### config.mk
export PLATFORM = sky130hd
export DESIGN_NAME = terminal_key_sequence_decoder
export DESIGN_NICKNAME = d
export VERILOG_FILES = /design/src/design/tksd_pkg.sv /design/src/design/terminal_key_sequence_decoder.sv
export SDC_FILE = /design/constraint.sdc
export NUM_CORES = 1
export LEC_CHECK = 0
export BUFFER_PORTS_ARGS = -buffer_cell sky130_fd_sc_hd__buf_2
export CORE_ASPECT_RATIO = 2
export CORE_MARGIN = 4
export CORE_UTILIZATION = 65
export CTS_CLUSTER_DIAMETER = 150
export DETAILED_ROUTE_END_ITERATION = 8
export PLACE_DENSITY = 0.84
export SLEW_MARGIN = 25
export SYNTH_ARGS = -nofsm -noshare
export SYNTH_HDL_FRONTEND = slang
export SYNTH_SLANG_ARGS = --single-unit
export TNS_END_PERCENT = 20
### constraint.sdc
create_clock -name i_clk -period 6.4 [get_ports i_clk]
set_clock_uncertainty 0.05 [all_clocks]
set_input_delay 0 -clock i_clk [delete_from_list [all_inputs] [get_ports i_clk]]
set_output_delay 0 -clock i_clk [all_outputs]
set_load 0.05 [all_outputs]
### src/design/tksd_pkg.sv
// Package for the terminal key sequence decoder.
// Holds the transaction structs, the key codes and the byte constants.
// No dependencies.
package tksd_pkg;

    typedef enum logic [3:0] {
        KIND_PLAIN     = 4'd0,
        KIND_ESC       = 4'd1,
        KIND_UP        = 4'd2,
        KIND_DOWN      = 4'd3,
        KIND_RIGHT     = 4'd4,
        KIND_LEFT      = 4'd5,
        KIND_HOME      = 4'd6,
        KIND_END       = 4'd7,
        KIND_PAGE_UP   = 4'd8,
        KIND_PAGE_DOWN = 4'd9,
        KIND_INS       = 4'd10,
        KIND_DEL       = 4'd11,
        KIND_FAIL      = 4'd12
    } t_key_kind;

    typedef struct packed {
        logic [7:0] in_byte;
        logic       read_failed;
    } t_in_item;

    typedef struct packed {
        t_key_kind  key_kind;
        logic [7:0] key_byte;
    } t_out_item;

    localparam logic [7:0] CH_ESC     = 8'd27;
    localparam logic [7:0] CH_CSI     = 8'h9B;
    localparam logic [7:0] CH_BRACKET = 8'h5B;  // '['
    localparam logic [7:0] CH_SS3     = 8'h4F;  // 'O'
    localparam logic [7:0] CH_PGUP    = 8'h49;  // 'I'
    localparam logic [7:0] CH_PGDN    = 8'h47;  // 'G'
    localparam logic [7:0] CH_TILDE   = 8'h7E;
    localparam logic [7:0] CH_CARET   = 8'h5E;
    localparam logic [7:0] CH_DOLLAR  = 8'h24;
    localparam logic [7:0] CH_AT      = 8'h40;
    localparam logic [7:0] CH_ZERO    = 8'h30;
    localparam logic [7:0] CH_NINE    = 8'h39;
    localparam logic [7:0] CH_FINAL   = 8'h40;  // bytes below this are skipped

    // Keys named by a letter directly after the opener or as a final byte.
    function automatic t_key_kind letter_key(input logic [7:0] c);
        t_key_kind k;
        unique case (c)
            8'h41:   k = KIND_UP;     // 'A'
            8'h42:   k = KIND_DOWN;   // 'B'
            8'h43:   k = KIND_RIGHT;  // 'C'
            8'h44:   k = KIND_LEFT;   // 'D'
            8'h48:   k = KIND_HOME;   // 'H'
            8'h46:   k = KIND_END;    // 'F'
            default: k = KIND_ESC;
        endcase
        return k;
    endfunction

endpackage

### src/design/terminal_key_sequence_decoder.sv
// Terminal key sequence decoder: one input register, the parse step, one result register.
// Depends on tksd_pkg for the transaction structs, key codes and byte constants.
//
// Usage:
//   Input channel: i_in_valid / o_in_stall carry one byte per transaction in
//   i_in_data (in_byte plus a read_failed flag). Output channel: o_out_valid /
//   i_out_stall carry one decoded key per transaction in o_out_data.
//   A transaction completes at a rising edge with valid high and stall low.
//   Every accepted byte yields zero or one key: bytes inside an escape
//   sequence yield nothing until the sequence completes or is broken off.
//   The byte that completes a key passes the input register and the parse
//   step; the key is then held in the result register and shown on o_out_valid.
//   Throughput: one byte per cycle while the receiver does not stall, set by
//   the combinational parse step between the two registers.
//   The parse step advances whenever the result register is empty or is being
//   taken, so a byte is accepted while a finished key still waits.
//   When the receiver stalls, the result register holds, the input register
//   fills, and o_in_stall rises until the receiver takes the key.
//   Reset (i_rst_n low, synchronous) empties both registers and returns the
//   parser to idle with a cleared parameter.
module terminal_key_sequence_decoder
    import tksd_pkg::*;
#(
    parameter int PARAM_WIDTH = 16
) (
    input  logic      i_clk,
    input  logic      i_rst_n,
    input  logic      i_in_valid,
    output logic      o_in_stall,
    input  t_in_item  i_in_data,
    output logic      o_out_valid,
    input  logic      i_out_stall,
    output t_out_item o_out_data
);

    typedef enum logic [2:0] {
        PH_IDLE   = 3'd0,
        PH_ESC    = 3'd1,
        PH_INTRO  = 3'd2,
        PH_DIGITS = 3'd3,
        PH_SKIP   = 3'd4
    } t_phase;

    localparam int AccWidth = PARAM_WIDTH + 4;

    t_phase                 r_phase, n_phase;
    logic                   r_bracket, n_bracket;
    logic [PARAM_WIDTH-1:0] r_param, n_param;
    logic                   r_in_vld;
    t_in_item               r_in;
    logic                   r_out_vld;
    t_out_item              r_out;

    logic                   emit;
    t_key_kind              emit_kind;
    logic [7:0]             emit_byte;
    logic                   out_free;
    logic                   advance;
    logic                   in_take;
    logic [7:0]             c;
    logic                   fail;
    logic                   is_digit;
    logic [3:0]             digit;
    logic [AccWidth-1:0]    acc;
    logic [PARAM_WIDTH-1:0] acc_sat;
    t_key_kind              fin_kind;
    logic                   tilde_final;

    assign out_free   = !r_out_vld || !i_out_stall;
    assign advance    = r_in_vld && out_free;
    assign o_in_stall = r_in_vld && !advance;
    assign in_take    = i_in_valid && !o_in_stall;

    assign c        = r_in.in_byte;
    assign fail     = r_in.read_failed;
    assign is_digit = (c >= CH_ZERO) && (c <= CH_NINE);
    assign digit    = 4'(c - CH_ZERO);

    // Times ten plus digit, saturating at the parameter width.
    assign acc = (AccWidth'(r_param) << 3) + (AccWidth'(r_param) << 1) + AccWidth'(digit);
    assign acc_sat = (|acc[AccWidth-1:PARAM_WIDTH]) ? '1 : acc[PARAM_WIDTH-1:0];

    assign tilde_final = (c == CH_TILDE) || (c == CH_CARET) ||
                         (c == CH_DOLLAR) || (c == CH_AT);

    always_comb begin
        fin_kind = letter_key(c);
        if (fin_kind == KIND_ESC && tilde_final) begin
            if (r_param == PARAM_WIDTH'(1) || r_param == PARAM_WIDTH'(7)) begin
                fin_kind = KIND_HOME;
            end else if (r_param == PARAM_WIDTH'(2)) begin
                fin_kind = KIND_INS;
            end else if (r_param == PARAM_WIDTH'(3)) begin
                fin_kind = KIND_DEL;
            end else if (r_param == PARAM_WIDTH'(4) || r_param == PARAM_WIDTH'(8)) begin
                fin_kind = KIND_END;
            end else if (r_param == PARAM_WIDTH'(5)) begin
                fin_kind = KIND_PAGE_UP;
            end else if (r_param == PARAM_WIDTH'(6)) begin
                fin_kind = KIND_PAGE_DOWN;
            end
        end
    end

    always_comb begin
        n_phase   = r_phase;
        n_bracket = r_bracket;
        n_param   = r_param;
        emit      = 1'b0;
        emit_kind = KIND_ESC;
        emit_byte = 8'd0;
        unique case (r_phase)
            PH_ESC: begin
                if (fail || (c != CH_BRACKET && c != CH_SS3)) begin
                    emit    = 1'b1;
                    n_phase = PH_IDLE;
                end else begin
                    n_bracket = (c == CH_BRACKET);
                    n_phase   = PH_INTRO;
                end
            end
            PH_INTRO: begin
                n_phase = PH_IDLE;
                priority if (fail) begin
                    emit = 1'b1;
                end else if (r_bracket && c == CH_PGUP) begin
                    emit      = 1'b1;
                    emit_kind = KIND_PAGE_UP;
                end else if (r_bracket && c == CH_PGDN) begin
                    emit      = 1'b1;
                    emit_kind = KIND_PAGE_DOWN;
                end else if (is_digit) begin
                    n_param = PARAM_WIDTH'(digit);
                    n_phase = PH_DIGITS;
                end else begin
                    emit      = 1'b1;
                    emit_kind = letter_key(c);
                end
            end
            PH_DIGITS: begin
                priority if (fail) begin
                    emit    = 1'b1;
                    n_phase = PH_IDLE;
                end else if (is_digit) begin
                    n_param = acc_sat;
                end else if (c < CH_FINAL) begin
                    n_phase = PH_SKIP;
                end else begin
                    emit      = 1'b1;
                    emit_kind = fin_kind;
                    n_phase   = PH_IDLE;
                end
            end
            PH_SKIP: begin
                priority if (fail) begin
                    emit    = 1'b1;
                    n_phase = PH_IDLE;
                end else if (c >= CH_FINAL) begin
                    emit      = 1'b1;
                    emit_kind = fin_kind;
                    n_phase   = PH_IDLE;
                end else begin
                    n_phase = PH_SKIP;
                end
            end
            default: begin
                // Idle, and any phase code without a meaning.
                n_phase = PH_IDLE;
                priority if (fail) begin
                    emit      = 1'b1;
                    emit_kind = KIND_FAIL;
                end else if (c == CH_ESC) begin
                    n_phase = PH_ESC;
                end else if (c == CH_CSI) begin
                    n_bracket = 1'b1;
                    n_phase   = PH_INTRO;
                end else begin
                    emit      = 1'b1;
                    emit_kind = KIND_PLAIN;
                    emit_byte = c;
                end
            end
        endcase
    end

    always_ff @(posedge i_clk) begin
        if (!i_rst_n) begin
            r_phase   <= PH_IDLE;
            r_bracket <= 1'b0;
            r_param   <= '0;
            r_in_vld  <= 1'b0;
            r_out_vld <= 1'b0;
        end else begin
            if (in_take) begin
                r_in_vld <= 1'b1;
                r_in     <= i_in_data;
            end else if (advance) begin
                r_in_vld <= 1'b0;
            end
            if (advance) begin
                r_phase   <= n_phase;
                r_bracket <= n_bracket;
                r_param   <= n_param;
            end
            if (out_free) begin
                r_out_vld <= advance && emit;
            end
            if (advance && emit) begin
                r_out.key_kind <= emit_kind;
                r_out.key_byte <= emit_byte;
            end
        end
    end

    assign o_out_valid = r_out_vld;
    assign o_out_data  = r_out;

endmodule

==> run metrics <==
status=finished, final reports clean; # DRC=0; Clock Tree Buf Depth=2; worst flop-to-flop path endpoint=r_param[2]$_SDFFE_PN0P_; ANT nets after route=0; clock sink total=43; fin area=about 3700 um2; Worst Reg2Reg Path Length in Cells=9; TritonRoute pass-1 iters=7; Crit path top cell by count=fa_1; WP data required=6.54 ns; GRT Overall Usage=between 20% and 30%; GP Congestion=~0.94; Avg Cell Area, Syn=approximately 9.0 um2; kind of cell adding the most delay to the critical path=compound AO/OA/AOI/OAI gates; post-synthesis cell count=approximately 380; Tmin final=between 3 and 4 ns; full die area=6536 um2; Cell Chain, Critical Path=fa_1 > fa_1 > a21o_1 > a221oi_4 > nor4_4 > or2_4 > a311o_4 > a2111oi_1 > o21ai_1; Synth top area share=a little under a fifth; leading post-synthesis cells by cell area=edfxtp_1 (19%), dfxtp_1 (13%), ha_1 (11%), o21ai_0 (5.0%), nand2_1 (4.4%); Buf+Inv Stages, Crit Path=0; Area after DPL=between 3000 and 4000 um2; Slowest-stage cell, CP=edfxtp_1; pwr dens=between 150 and 200 nW/um2; DIE HEIGHT=about 110 um; root buf cell=clkbuf_8; WL/cell=between 15 and 20 um; routed vias/inst=just under 7; post_cts resized=0; RSZ-0062 raised after global routing=no; Leakage=around 1.7 nW; Final setup viols=0; cts bufs inserted=5; Crit Path Class=flip-flop to flip-flop; Core Box Area=5139 um2; Reg clk slew, reported paths=~0.08 ns; I/O Buffers=26; peak per-stage delay on the critical path=approximately 0.6 ns; Mapped Area=~3400 um2; Hold WC Path Type=input pin to flip-flop; DR iter-0 viols=~270; CTS tree=done; Reg-to-Reg Start=c[3]$_DFFE_PP_; top_reg_cell synth=dfxtp_1; startpoint types=flip-flop; vias in the first global route=between 3000 and 4000; final hold vios=0; Post-Syn Nets=around 420; Setup TNS Final=0 ns; Final Util=72.90%; clock latency on the worst-skew pair=approximately 0.3 ns; Post-synth ARST share=0%; Min Hold Slack=around 0.35 ns; Max-Cap Viols=0; Tcrit/Tclk final=57.90%; Critical Path AT=approximately 3.8 ns; first-pass GRT wire length=~14000 um; largest area contributor in the netlist=edfxtp_1; critical-path maximum fanout=14; Worst R2R Setup Slack=~2.7 ns; final net count=450; Worst Setup EP=r_param[2]$_SDFFE_PN0P_; flops & latches, synth=43; Area growth syn-to-layout=9.912%; Die W=between 50 and 60 um; Netlist cell types=67; sequential area share after synthesis=a little under a third; # hold bufs at CTS=14; Antenna Cells=0; Rows=37; Post-DP HPWL=roughly 6600 um; Post-synth EDFFs=21; Yosys warning count=0; most frequent cells in the layout=nand2_1 (40), o21ai_0 (34), ha_1 (31); via count=about 3200; Max H-tree Level=2; crit path capture type=flip-flop; grt total ovfl=0; CP Depth=9; Slew headroom=41.24%; initial core utilization=between 60 and 70%; commonest non-fill, non-tap cell in the layout=nand2_1; pin count of the biggest net entering global routing=20; fmax=between 0.2 and 0.3 GHz; Worst Setup SP=c[3]$_DFFE_PP_; WL final=8952 um; setup bufs post-CTS=0; antenna violations before repair=0; proportion of layout cells with a drive suffix above 1=about 14%; Worst Tran Pin Value=0.8782 ns; Final Slew Violations=0; I/O pin count=27; Max VDD drop=about 0.19 mV
## sequential cells by signal (all words and copies together), names as in the netlist
name / flops
o_out_data: 12
r_phase: 3
r_bracket: 1
c: 8
r_param: 16
fail: 1
r_in_vld: 1
o_out_valid: 1
## synthesized netlist by cell type, drive strengths merged (4+ instances only)
master,n
a21o,12
and3,9
and2,10
a31o,5
o21ai,37
xor2,7
nand2b,4
edfxtp,21
nor2,15
nand3,6
nor3b,4
inv,7
dfxtp,22
nor3,14
ha,31
a211oi,6
nand2,40
nor4,8
a31oi,6
a21oi,22
clkbuf,19
a2111oi,5
xnor2,10
a22oi,11
## logic make-up (layout without fill, tap and decap cells)
| family | count (synthesis) | count (layout) | share of synthesized area (%) |
|---|---|---|---|
| mux | 1 | 1 | 0.3304 |
| flops | 43 | 43 | 31.42 |
| fa+ha+maj | 33 | 33 | 12.56 |
| xor+xnor | 17 | 17 | 4.368 |
| buf+inv | 28 | 55 | 4.809 |
| simple gates | 129 | 129 | 20.45 |
| compound gates | 127 | 127 | 26.07 |
## cell type report
class | count | area (um2)
fill | 403 | 1393
sequential | 43 | 1071
clock inverter | 2 | 38.79
timing repair buffer | 40 | 270.3
tap | 58 | 72.57
multi-input combinational | 307 | 2185
inverter | 7 | 26.28
clock buffer | 6 | 82.58
## per-layer routing
layer / track usage [%] / vias up / wire length (um)
met4: 16.94 / 0 / 487
met3: 3.041 / 39 / 405
met1: 29.30 / 1504 / 3108
met2: 50.99 / 144 / 4951
li1: - / 1497 / -
met5: 0 / - / 0
## per-stage QoR
step	setup slack, ns	total power, mW	instances
floorplan	3.067	0.3437	378
global placement	2.821	0.3531	441
detailed placement	2.736	0.3552	441
CTS	2.721	0.5839	463
global route	2.497	0.5997	463
finish	2.694	0.5833	463
## report_power, final
part           total [mW]  internal [mW]  switching, mW  leakage [nW]
Combinational      0.0521         0.0205         0.0315          1.25
Sequential          0.305          0.295         0.0102         0.373
Clock               0.226          0.128         0.0974        0.0618
Total               0.583          0.444          0.139          1.68
## how the worst min path moves through the flow
stage,startpoint,endpoint,cells past startpoint
detailed placement,i_in_data[2],c[1]$_DFFE_PP_,1
global route,i_in_data[8],c[7]$_DFFE_PP_,2
CTS,i_in_data[2],c[1]$_DFFE_PP_,2
global placement,i_in_data[0],fail$_DFFE_PP_,1
floorplan,i_in_data[1],c[0]$_DFFE_PP_,0
finish,i_in_data[8],c[7]$_DFFE_PP_,2
Note: power is estimated with default switching activity, not from simulation.
